===== src/hw/rtl/fae_pkg.sv =====
package fae_pkg;

  localparam int FRAME_BYTES_DEF = 64;
  localparam int HEADER_BYTES    = 16;

  // Every frame position and length fits these widths over the whole
  // supported buffer range.
  localparam int POS_W = 6;
  localparam int LEN_W = 7;

  localparam int QUEUE_DEPTH = 4;
  localparam int QUEUE_PW    = 2;
  localparam int QUEUE_CW    = 3;

  // Command selector codes on the request channel.
  localparam logic [3:0] FN_NOP    = 4'd0;
  localparam logic [3:0] FN_CLEAR  = 4'd1;
  localparam logic [3:0] FN_PROTO  = 4'd2;
  localparam logic [3:0] FN_SET8   = 4'd3;
  localparam logic [3:0] FN_SET16  = 4'd4;
  localparam logic [3:0] FN_PLEN   = 4'd5;
  localparam logic [3:0] FN_APPEND = 4'd6;
  localparam logic [3:0] FN_SEND   = 4'd7;
  localparam logic [3:0] FN_PRINT  = 4'd8;
  localparam logic [3:0] FN_HALT   = 4'd9;

  // Classified operations handed from the front end to the back end.
  localparam logic [3:0] OP_NOP    = 4'd0;
  localparam logic [3:0] OP_CLEAR  = 4'd1;
  localparam logic [3:0] OP_PROTO  = 4'd2;
  localparam logic [3:0] OP_SET8   = 4'd3;
  localparam logic [3:0] OP_SET16  = 4'd4;
  localparam logic [3:0] OP_APPEND = 4'd5;
  localparam logic [3:0] OP_SEND   = 4'd6;
  localparam logic [3:0] OP_HALT   = 4'd7;
  localparam logic [3:0] OP_BAD    = 4'd8;

  localparam logic [1:0] ERR_NONE     = 2'd0;
  localparam logic [1:0] ERR_OVERFLOW = 2'd1;
  localparam logic [1:0] ERR_UNKNOWN  = 2'd2;

  typedef struct packed {
    logic [3:0]  func;
    logic [15:0] offset;
    logic [15:0] value;
    logic [7:0]  payload_byte;
    logic [15:0] payload_len;
    logic        has_payload;
    logic        payload_last;
    logic        program_start;
  } in_item_t;

  typedef struct packed {
    logic       out_kind;
    logic [7:0] frame_byte;
    logic       last;
    logic [6:0] frame_length;
    logic [1:0] error_code;
    logic       halted;
  } out_item_t;

  typedef struct packed {
    logic [3:0]       op;
    logic             start;
    logic [POS_W-1:0] pos;
    logic [15:0]      data;
    logic [LEN_W-1:0] plen;
    logic             p_skip;
    logic             p_big;
    logic             p_last;
  } cmd_t;

endpackage


===== src/hw/rtl/fae_ram.sv =====
module fae_ram #(
  parameter int WIDTH = 8,
  parameter int DEPTH = 32
) (
  input  logic                     clk,
  input  logic                     we,
  input  logic [$clog2(DEPTH)-1:0] waddr,
  input  logic [WIDTH-1:0]         wdata,
  input  logic                     re,
  input  logic [$clog2(DEPTH)-1:0] raddr,
  output logic [WIDTH-1:0]         rdata
);

  logic [WIDTH-1:0] mem [DEPTH];

  always_ff @(posedge clk) begin
    if (we) begin
      mem[waddr] <= wdata;
    end
    if (re) begin
      rdata <= mem[raddr];
    end
  end

endmodule


===== src/hw/rtl/fae_front.sv =====
module fae_front #(
  parameter int FRAME_BYTES = fae_pkg::FRAME_BYTES_DEF
) (
  input  logic              clk,
  input  logic              rst,
  input  logic              cmd_valid,
  output logic              cmd_ready,
  input  fae_pkg::in_item_t cmd,
  output logic              q_valid,
  input  logic              q_pop,
  output fae_pkg::cmd_t     q_cmd
);

  localparam logic [15:0] FB_W16  = 16'(FRAME_BYTES);
  localparam logic [15:0] MAX_U16 = 16'(FRAME_BYTES - 2);

  fae_pkg::cmd_t dec;
  fae_pkg::cmd_t q_mem [fae_pkg::QUEUE_DEPTH];

  logic [fae_pkg::QUEUE_PW-1:0] wr_ptr;
  logic [fae_pkg::QUEUE_PW-1:0] rd_ptr;
  logic [fae_pkg::QUEUE_CW-1:0] count;
  logic                         push;

  // Field writes that fall outside the buffer are turned into no-ops here,
  // so the back end only ever sees positions that are in range.
  always_comb begin
    dec        = '0;
    dec.start  = cmd.program_start;
    dec.pos    = cmd.offset[fae_pkg::POS_W-1:0];
    dec.p_skip = !cmd.has_payload || (cmd.payload_len == 16'd0);
    dec.p_big  = cmd.payload_len > FB_W16;
    dec.plen   = cmd.payload_len[fae_pkg::LEN_W-1:0];
    dec.p_last = cmd.payload_last;
    case (cmd.func)
      fae_pkg::FN_NOP, fae_pkg::FN_PRINT: begin
        dec.op = fae_pkg::OP_NOP;
      end
      fae_pkg::FN_CLEAR: begin
        dec.op = fae_pkg::OP_CLEAR;
      end
      fae_pkg::FN_PROTO: begin
        dec.op   = fae_pkg::OP_PROTO;
        dec.pos  = '0;
        dec.data = {8'h00, cmd.offset[7:0]};
      end
      fae_pkg::FN_SET8: begin
        dec.op   = (cmd.offset < FB_W16) ? fae_pkg::OP_SET8 : fae_pkg::OP_NOP;
        dec.data = {8'h00, cmd.value[7:0]};
      end
      fae_pkg::FN_SET16: begin
        dec.op   = (cmd.offset <= MAX_U16) ? fae_pkg::OP_SET16 : fae_pkg::OP_NOP;
        dec.data = cmd.value;
      end
      fae_pkg::FN_PLEN: begin
        dec.op   = (cmd.has_payload && (cmd.offset <= MAX_U16)) ?
                   fae_pkg::OP_SET16 : fae_pkg::OP_NOP;
        dec.data = cmd.payload_len;
      end
      fae_pkg::FN_APPEND: begin
        dec.op   = fae_pkg::OP_APPEND;
        dec.data = {8'h00, cmd.payload_byte};
      end
      fae_pkg::FN_SEND: begin
        dec.op = fae_pkg::OP_SEND;
      end
      fae_pkg::FN_HALT: begin
        dec.op = fae_pkg::OP_HALT;
      end
      default: begin
        dec.op = fae_pkg::OP_BAD;
      end
    endcase
  end

  assign cmd_ready = count != fae_pkg::QUEUE_CW'(fae_pkg::QUEUE_DEPTH);
  assign push      = cmd_valid && cmd_ready;
  assign q_valid   = count != '0;
  assign q_cmd     = q_mem[rd_ptr];

  always_ff @(posedge clk) begin
    if (push) begin
      q_mem[wr_ptr] <= dec;
    end
  end

  always_ff @(posedge clk) begin
    if (rst) begin
      wr_ptr <= '0;
      rd_ptr <= '0;
      count  <= '0;
    end else begin
      if (push) begin
        wr_ptr <= wr_ptr + 1'b1;
      end
      if (q_pop) begin
        rd_ptr <= rd_ptr + 1'b1;
      end
      case ({push, q_pop})
        2'b10:   count <= count + 1'b1;
        2'b01:   count <= count - 1'b1;
        default: count <= count;
      endcase
    end
  end

endmodule


===== src/hw/rtl/fae_back.sv =====
module fae_back #(
  parameter int FRAME_BYTES = fae_pkg::FRAME_BYTES_DEF
) (
  input  logic               clk,
  input  logic               rst,
  input  logic               q_valid,
  input  fae_pkg::cmd_t      q_cmd,
  output logic               q_pop,
  output logic               res_valid,
  input  logic               res_ready,
  output fae_pkg::out_item_t res
);

  localparam int IW         = $clog2(FRAME_BYTES);
  localparam int BANK_DEPTH = (FRAME_BYTES + 1) / 2;
  localparam int BANK_AW    = $clog2(BANK_DEPTH);
  localparam int LW         = fae_pkg::LEN_W;
  localparam logic [LW-1:0] FB_LEN = LW'(FRAME_BYTES);

  localparam logic ST_CMD  = 1'b0;
  localparam logic ST_SEND = 1'b1;

  logic                   state, state_next;
  logic [LW-1:0]          len, len_next;
  logic                   halt, halt_next;
  logic [1:0]             err, err_next;
  logic                   app, app_next;
  logic [FRAME_BYTES-1:0] valid, valid_next;
  logic [LW-1:0]          rd_idx, rd_idx_next;
  logic                   pend, pend_next;
  logic [LW-1:0]          pend_idx, pend_idx_next;
  logic                   pend_wr, pend_wr_next;

  logic                   out_free;
  logic                   out_load;
  fae_pkg::out_item_t     out_next;

  // One or two byte writes per command: byte A at wr_a, byte B after it.
  logic                   wr_en;
  logic                   wr_two;
  logic [LW-1:0]          wr_a;
  logic [LW-1:0]          wr_a1;
  logic [7:0]             wr_da;
  logic [7:0]             wr_db;

  logic                   ev_we, od_we;
  logic [BANK_AW-1:0]     ev_waddr, od_waddr;
  logic [7:0]             ev_wdata, od_wdata;
  logic                   rd_en;
  logic [7:0]             ev_q, od_q;

  logic [LW:0]            app_sum;
  logic                   app_go;
  logic                   load;
  logic                   issue;
  logic                   is_last;

  // These are taken straight from the queue head, the registered length and the result handshake, so
  // the command logic below never feeds back into them.
  assign out_free = !res_valid || res_ready;
  assign wr_a1    = {1'b0, q_cmd.pos} + 1'b1;
  assign app_sum  = {1'b0, (q_cmd.start ? LW'(0) : len)} + {1'b0, q_cmd.plen};

  always_comb begin
    state_next    = state;
    len_next      = len;
    halt_next     = halt;
    err_next      = err;
    app_next      = app;
    valid_next    = valid;
    rd_idx_next   = rd_idx;
    pend_next     = pend;
    pend_idx_next = pend_idx;
    pend_wr_next  = pend_wr;
    q_pop         = 1'b0;
    out_load      = 1'b0;
    out_next      = '0;
    wr_en         = 1'b0;
    wr_two        = 1'b0;
    wr_a          = '0;
    wr_da         = q_cmd.data[7:0];
    wr_db         = q_cmd.data[7:0];
    rd_en         = 1'b0;
    app_go        = 1'b0;
    load          = 1'b0;
    issue         = 1'b0;
    is_last       = 1'b0;

    case (state)
      ST_CMD: begin
        if (q_valid && out_free) begin
          q_pop    = 1'b1;
          out_load = 1'b1;
          if (q_cmd.start) begin
            len_next   = '0;
            halt_next  = 1'b0;
            err_next   = fae_pkg::ERR_NONE;
            app_next   = 1'b0;
            valid_next = '0;
          end
          // A halted or failed program ignores everything up to the next start.
          if (!halt_next && (err_next == fae_pkg::ERR_NONE)) begin
            if (q_cmd.op != fae_pkg::OP_APPEND) begin
              app_next = 1'b0;
            end
            case (q_cmd.op)
              fae_pkg::OP_CLEAR: begin
                len_next = '0;
                for (int i = 0; i < fae_pkg::HEADER_BYTES; i++) begin
                  valid_next[i] = 1'b0;
                end
              end
              fae_pkg::OP_PROTO: begin
                wr_en = 1'b1;
                valid_next[0] = 1'b1;
                if (len_next == '0) begin
                  len_next = LW'(1);
                end
              end
              fae_pkg::OP_SET8: begin
                wr_en = 1'b1;
                wr_a  = {1'b0, q_cmd.pos};
                valid_next[wr_a[IW-1:0]] = 1'b1;
                if (len_next < wr_a1) begin
                  len_next = wr_a1;
                end
              end
              fae_pkg::OP_SET16: begin
                wr_en  = 1'b1;
                wr_two = 1'b1;
                wr_a   = {1'b0, q_cmd.pos};
                wr_da  = q_cmd.data[15:8];
                valid_next[wr_a[IW-1:0]]  = 1'b1;
                valid_next[wr_a1[IW-1:0]] = 1'b1;
                if (len_next < wr_a1 + 1'b1) begin
                  len_next = wr_a1 + 1'b1;
                end
              end
              fae_pkg::OP_APPEND: begin
                if (app_next) begin
                  app_go = 1'b1;
                end else if (!q_cmd.p_skip) begin
                  if (q_cmd.p_big || (app_sum > {1'b0, FB_LEN})) begin
                    err_next = fae_pkg::ERR_OVERFLOW;
                  end else begin
                    app_go = 1'b1;
                  end
                end
                if (app_go) begin
                  // Within an open run a byte beyond the buffer is dropped.
                  if (len_next < FB_LEN) begin
                    wr_en = 1'b1;
                    wr_a  = len_next;
                    valid_next[len_next[IW-1:0]] = 1'b1;
                    len_next = len_next + 1'b1;
                  end
                  app_next = !q_cmd.p_last;
                end
              end
              fae_pkg::OP_SEND: begin
                if (len_next != '0) begin
                  out_load    = 1'b0;
                  state_next  = ST_SEND;
                  rd_idx_next = '0;
                  pend_next   = 1'b0;
                end
              end
              fae_pkg::OP_HALT: begin
                halt_next = 1'b1;
              end
              fae_pkg::OP_BAD: begin
                err_next = fae_pkg::ERR_UNKNOWN;
              end
              default: begin
              end
            endcase
          end
          out_next.out_kind     = 1'b0;
          out_next.frame_byte   = 8'h00;
          out_next.last         = 1'b1;
          out_next.frame_length = len_next;
          out_next.error_code   = err_next;
          out_next.halted       = halt_next;
        end
      end
      ST_SEND: begin
        // Read of byte i+1 overlaps delivery of byte i; the RAM output holds
        // while the result register is stalled.
        load  = pend && out_free;
        issue = (rd_idx < len) && (!pend || load);
        if (load) begin
          is_last               = (pend_idx + 1'b1) == len;
          out_load              = 1'b1;
          out_next.out_kind     = 1'b1;
          out_next.frame_byte   = pend_wr ? (pend_idx[0] ? od_q : ev_q) : 8'h00;
          out_next.last         = is_last;
          out_next.frame_length = len;
          out_next.error_code   = err;
          out_next.halted       = halt;
          if (is_last) begin
            state_next = ST_CMD;
          end
        end
        if (issue) begin
          rd_en         = 1'b1;
          rd_idx_next   = rd_idx + 1'b1;
          pend_idx_next = rd_idx;
          pend_wr_next  = valid[rd_idx[IW-1:0]];
          pend_next     = 1'b1;
        end else if (load) begin
          pend_next = 1'b0;
        end
      end
      default: begin
        state_next = ST_CMD;
      end
    endcase
  end

  // Even positions live in one bank and odd ones in the other, so both bytes of a
  // 16-bit field are written in the same cycle.
  always_comb begin
    ev_we    = wr_en && (!wr_a[0] || wr_two);
    ev_waddr = wr_a[0] ? wr_a1[BANK_AW:1] : wr_a[BANK_AW:1];
    ev_wdata = wr_a[0] ? wr_db : wr_da;
    od_we    = wr_en && (wr_a[0] || wr_two);
    od_waddr = wr_a[BANK_AW:1];
    od_wdata = wr_a[0] ? wr_da : wr_db;
  end

  fae_ram #(
    .WIDTH (8),
    .DEPTH (BANK_DEPTH)
  ) u_even (
    .clk   (clk),
    .we    (ev_we),
    .waddr (ev_waddr),
    .wdata (ev_wdata),
    .re    (rd_en),
    .raddr (rd_idx[BANK_AW:1]),
    .rdata (ev_q)
  );

  fae_ram #(
    .WIDTH (8),
    .DEPTH (BANK_DEPTH)
  ) u_odd (
    .clk   (clk),
    .we    (od_we),
    .waddr (od_waddr),
    .wdata (od_wdata),
    .re    (rd_en),
    .raddr (rd_idx[BANK_AW:1]),
    .rdata (od_q)
  );

  always_ff @(posedge clk) begin
    if (rst) begin
      state     <= ST_CMD;
      len       <= '0;
      halt      <= 1'b0;
      err       <= fae_pkg::ERR_NONE;
      app       <= 1'b0;
      valid     <= '0;
      rd_idx    <= '0;
      pend      <= 1'b0;
      res_valid <= 1'b0;
    end else begin
      state  <= state_next;
      len    <= len_next;
      halt   <= halt_next;
      err    <= err_next;
      app    <= app_next;
      valid  <= valid_next;
      rd_idx <= rd_idx_next;
      pend   <= pend_next;
      if (out_load) begin
        res_valid <= 1'b1;
      end else if (res_ready) begin
        res_valid <= 1'b0;
      end
    end
  end

  always_ff @(posedge clk) begin
    pend_idx <= pend_idx_next;
    pend_wr  <= pend_wr_next;
    if (out_load) begin
      res <= out_next;
    end
  end

endmodule


===== src/hw/rtl/frame_assembly_engine_unit.sv =====
// Channel   | Direction | Handshake             | Payload
// ----------+-----------+-----------------------+---------------------
// request   | in        | cmd_valid / cmd_ready | cmd (fae_pkg::in_item_t)
// result    | out       | res_valid / res_ready | res (fae_pkg::out_item_t)
//
// Requests go into a four-entry queue, one per cycle until it is full.
// A non-send command is written into the queue on acceptance and popped from its head, and
// its status result is registered on the same edge as the pop. A send of L bytes is popped,
// then its first byte is read, then the bytes go out one per cycle while the result side
// does not stall. Synchronous reset clears the queue, the length, the flags and the
// written marks, not the buffer. A result stall backs up through the queue.
module frame_assembly_engine_unit #(
  parameter int FRAME_BYTES = fae_pkg::FRAME_BYTES_DEF
) (
  input  logic               clk,
  input  logic               rst,
  input  logic               cmd_valid,
  output logic               cmd_ready,
  input  fae_pkg::in_item_t  cmd,
  output logic               res_valid,
  input  logic               res_ready,
  output fae_pkg::out_item_t res
);

  logic          q_valid;
  logic          q_pop;
  fae_pkg::cmd_t q_cmd;

  fae_front #(
    .FRAME_BYTES (FRAME_BYTES)
  ) u_front (
    .clk       (clk),
    .rst       (rst),
    .cmd_valid (cmd_valid),
    .cmd_ready (cmd_ready),
    .cmd       (cmd),
    .q_valid   (q_valid),
    .q_pop     (q_pop),
    .q_cmd     (q_cmd)
  );

  fae_back #(
    .FRAME_BYTES (FRAME_BYTES)
  ) u_back (
    .clk       (clk),
    .rst       (rst),
    .q_valid   (q_valid),
    .q_cmd     (q_cmd),
    .q_pop     (q_pop),
    .res_valid (res_valid),
    .res_ready (res_ready),
    .res       (res)
  );

endmodule


===== config.mk =====
export PLATFORM = sky130hd
export DESIGN_NAME = frame_assembly_engine_unit
export DESIGN_NICKNAME = d
export VERILOG_FILES = /design/src/hw/rtl/fae_pkg.sv /design/src/hw/rtl/fae_ram.sv /design/src/hw/rtl/fae_front.sv /design/src/hw/rtl/fae_back.sv /design/src/hw/rtl/frame_assembly_engine_unit.sv
export SDC_FILE = /design/constraint.sdc
export NUM_CORES = 1
export LEC_CHECK = 0
export BUFFER_PORTS_ARGS = -buffer_cell sky130_fd_sc_hd__buf_2
export CAP_MARGIN = 20
export CORE_UTILIZATION = 30
export CTS_CLUSTER_DIAMETER = 150
export DETAILED_ROUTE_END_ITERATION = 16
export PLACE_DENSITY = 0.45
export SETUP_SLACK_MARGIN = 0.3
export SYNTH_ARGS = -nofsm -noshare
export SYNTH_HDL_FRONTEND = slang
export SYNTH_HIERARCHICAL = 1
export SYNTH_SLANG_ARGS = --single-unit

===== constraint.sdc =====
create_clock -name clk -period 5.8 [get_ports clk]
set_input_delay 1.16 -clock clk [delete_from_list [all_inputs] [get_ports clk]]
set_output_delay 1.16 -clock clk [all_outputs]
set_load 0.05 [all_outputs]

==> impl_summary.log <==
INFO  metric setup-tns-final = 0 ps
INFO  metric timing.reg2reg.setup_slack = 490 ps
INFO  metric synth_fp_nets = 2454
INFO  metric synth.lib_cells_used.distinct = 86
INFO  metric finalClockSkew = 35.3 ps
INFO  metric layout.cells.non_filler = 4202
INFO  metric power.total = 18500 uW
INFO  metric synthXorXnorAreaFrac = 0.00755
INFO  metric critPathLaunchType = flop
INFO  metric run_status = completed
INFO  metric pin_count_of_the_biggest_net_entering_global_routing = 85
INFO  metric design.core.area = 118000 um2
INFO  metric synth_top_cell_by_area = edfxtp_1
INFO  metric cts.htree.levels = 3
INFO  metric clockBufferDepth = 3
INFO  metric grt_overflow_total = 0
INFO  metric post_synth_inst_count = 2355
INFO  metric slowest_cp_cell = mux4_2
INFO  metric post-route-drc-count = 0
INFO  metric critical-path-top-delay-family = compound AO/OA/AOI/OAI gates
INFO  metric proportion_of_synthesized_area_in_mux_cells = 0.153
INFO  metric post_dp_cell_area = 38800 um2
INFO  metric grt_pass1_wl = 160000 um
INFO  metric worst-r2r-cell-count = 17
INFO  metric predominant_post_synthesis_flop_cell = edfxtp_1
INFO  metric synth_top_area_frac = 0.588
INFO  metric power.density = 440 nW/um2
INFO  metric fp.dieArea = 121000 um2
INFO  metric dr_total_vias = 22.8k
INFO  metric arrival_time_worst_endpoint = 5690 ps
INFO  metric clk_latency = 660 ps
INFO  metric finalWirelength = 110000 um
INFO  metric layout_setup_ws = 486 ps
INFO  metric min_delay_path_depth = 2
INFO  metric synth.yosys.seq_area_share = 0.640
INFO  metric syn_avg_cell_area = 15.3 um2
INFO  metric number_of_pins_exceeding_their_max_slew_limit_in_the_final_report = 0
INFO  metric place.port_buffers = 88
INFO  metric timing.final.crit_period = 5310 ps
INFO  metric grt_setup_unrepaired = yes
INFO  metric die-height = 348 um
INFO  metric final_net_count = 2626
INFO  metric dpl_worst_slack = 120 ps
INFO  metric hold-path-endpoint = u_back/valid[50]$_SDFFE_PP0P_
INFO  metric area_growth = 16.8%
INFO  metric leakage = 0.0133 uW
INFO  metric basic_gate_share_of_the_synthesized_area_counting_and_or_nand_and_nor_cells = 0.0771
INFO  metric synth_adder_area_share = 0.0113
INFO  metric wl_per_cell = 26.2 um
INFO  metric drive_above_1_share = 0.265
INFO  metric critPathBufInv = 1
INFO  metric place.gp.congestion = 0.921
INFO  metric synth_compound_gate_area_share = 0.0879
INFO  metric hold_violations = 0
INFO  metric grt.total_usage = 0.179
INFO  metric synth_top_family_by_area = multiplexers
INFO  metric yosysWarnings = 6
INFO  metric path_max_fanout = 11
INFO  metric cts.root.buffer_cell = clkbuf_16
INFO  metric worst_path_largest_cell_delay = 700 ps
INFO  metric crit_required = 6180 ps
INFO  metric achievable-frequency = 188 MHz
INFO  metric antenna_found_initial = 6
INFO  metric cp_cell_sequence = buf_4, mux4_2, ha_1, nand3_1, nor2_1, a2111o_1, o21ai_1, ha_1, o21ai_0, a211oi_1, a311oi_2, mux2i_1, o2111ai_1, a311oi_2, a21o_1, a221o_1, nand2_1
INFO  metric synth_edf_count = 704
INFO  metric dp_cells = 4029
INFO  metric starting_density_of_the_core = 0.304
INFO  metric worst_pin_slew = 1140 ps
INFO  metric first_pass_iters = 5
INFO  metric synth-async-reset-ratio = 0
INFO  metric worstHoldPathType = reg -> reg
INFO  metric synth_area = 36000 um2
INFO  metric timing_worst_setup_path_type = reg -> reg
INFO  metric worstHoldStart = u_back/valid[50]$_SDFFE_PP0P_
INFO  metric cts_made_buffers = 88
INFO  metric ys_seq_elements = 798
INFO  metric post_synth_main_area_contributors = edfxtp_1 (59%), mux4_2 (14%), dfxtp_1 (5.2%)
INFO  metric via_count_of_the_first_global_routing_pass = 23.0k
INFO  metric detailedRoute.firstIterationViolations = 2155
INFO  metric max_cap_violations = 0
INFO  metric worst_vdd_ir = 0.269 mV
INFO  metric maxSlewHeadroom = 0.237
INFO  metric std_cell_rows = 126
INFO  metric route.detailed.vias_per_inst = 5.43
INFO  metric tritoncts_clock_tree = yes
INFO  metric worst_r2r_endpoint = u_back/res[3]$_DFFE_PP_
INFO  metric dp_hpwl = 72900 um
INFO  metric fin_crit_sh = 0.916
INFO  metric final_area = 42000 um2
INFO  metric antenna_viol_nets_final = 0
INFO  metric clk_pin_slew_worst_paths = 60 ps
INFO  metric category_of_the_worst_setup_path_capture_point = flop
INFO  metric die_width = 348 um
INFO  metric clkSinkCount = 798
INFO  metric num_io_pins = 89
INFO  metric setup_violations = 0
## layout by cell type, fill, tap and decap left out, types with 9 or more instances in the layout
cell type | synthesis | routed
nand2_1 | 121 | 121
clkbuf_1 | 90 | 10
o221ai_1 | 31 | 31
a31oi_1 | 21 | 20
nand3b_1 | 29 | 29
clkbuf_16 | 0 | 88
a221o_1 | 10 | 10
nand4_1 | 13 | 13
clkinv_1 | 3 | 21
a22oi_1 | 16 | 16
mux2i_1 | 19 | 19
ha_1 | 31 | 31
nor2b_1 | 18 | 18
a21oi_1 | 135 | 134
nand2b_1 | 19 | 19
clkinv_2 | 0 | 17
a211oi_1 | 25 | 23
a21o_1 | 16 | 16
mux4_2 | 218 | 218
mux2_2 | 35 | 35
xnor2_1 | 17 | 17
buf_2 | 20 | 89
o21ai_0 | 67 | 66
a221oi_1 | 21 | 21
nand3_1 | 49 | 48
and3_1 | 20 | 16
nor3_1 | 47 | 44
xor2_1 | 14 | 12
bufinv_16 | 0 | 15
o22ai_1 | 17 | 17
or3_1 | 10 | 10
nor2_1 | 189 | 185
edfxtp_1 | 704 | 704
buf_4 | 17 | 141
dfxtp_1 | 94 | 88
inv_1 | 33 | 33
o211ai_1 | 9 | 9
and2_1 | 14 | 14
## per-layer routing
metal	global-route usage	part of all wire
met3	0.0321	0.061
met2	0.283	0.46
met4	0.0574	0.034
met5	0	0.00037
met1	0.248	0.44
## synth_stat cells (20+ instances only)
| master | n |
|---|---|
| nand3b_1 | 29 |
| buf_2 | 20 |
| a211oi_1 | 25 |
| clkbuf_1 | 90 |
| a221oi_1 | 21 |
| nand2_1 | 121 |
| buf_1 | 23 |
| o21ai_0 | 67 |
| o221ai_1 | 31 |
| mux4_2 | 218 |
| dfxtp_1 | 94 |
| mux2_2 | 35 |
| edfxtp_1 | 704 |
| a31oi_1 | 21 |
| and3_1 | 20 |
| ha_1 | 31 |
| nor2_1 | 189 |
| a21oi_1 | 135 |
| inv_1 | 33 |
| nor3_1 | 47 |
| nand3_1 | 49 |
## cell families after synthesis
family          count (synthesis)
xor+xnor                       31
flops                         798
mux                           272
buf+inv                       193
compound gates                459
fa+ha+maj                      32
simple gates                  570
## worst max path at each step
stage	startpoint	end	slack, ps	cells after the start
after floorplan	flop	u_back/u_even/mem[19][0]$_DFFE_PP_	250	18
after global routing	flop	u_back/res[3]$_DFFE_PP_	240	17
after detailed placement	flop	u_back/res[3]$_DFFE_PP_	120	17
final	flop	u_back/res[3]$_DFFE_PP_	490	17
after CTS	flop	u_back/res[3]$_DFFE_PP_	340	16
after global placement	flop	u_back/res[3]$_DFFE_PP_	160	17
## registers in the layout, indices dropped and copies added, names as in the netlist, 2 cells and up, named ones only
register             cells
u_back/pend_idx          7
u_back/err               2
u_back/u_odd/rdata       8
u_front/wr_ptr           2
u_back/u_even/mem      256
u_back/len               7
u_back/rd_idx            7
u_back/valid            64
u_front/rd_ptr           2
u_back/u_odd/mem       256
u_front/count            3
u_back/u_even/rdata      8
u_back/res              20
u_front/q_mem          148
## area by class of cell
cell class	count	area [um2]
sequential	798	23000
timing repair buffer	235	1600
clock inverter	64	763
clock buffer	99	2250
antenna	2	5.00
tap	1600	2000
fill	11300	76400
multi-input combinational	1364	12200
inverter	40	150
## through the flow
step,hold WS [ps],utilization
2_1_floorplan,435,-
3_3_place_gp,460,0.328
3_5_place_dp,468,0.328
4_1_cts,476,0.354
5_1_grt,509,0.355
6_report,476,0.355
## report_power, final
| part | total [uW] | internal, uW | switching, uW |
|---|---|---|---|
| combinational | 5250 | 1450 | 3800 |
| sequential | 7390 | 7190 | 195 |
| clock | 5850 | 3480 | 2370 |
| total | 18500 | 12100 | 6360 |
## worst min-delay path: stages (launching register included)
cell     delay (ps)
dfxtp_1         320
nand2_1          60
a21oi_1          50
## timing repair
item                       CTS  global route
pin swaps                    1             1
setup buffers                4             1
hold buffers                 0             0
gates resized for setup      1            14
setup endpoints to repair   14           373
Power figures use the tool's default switching activity.
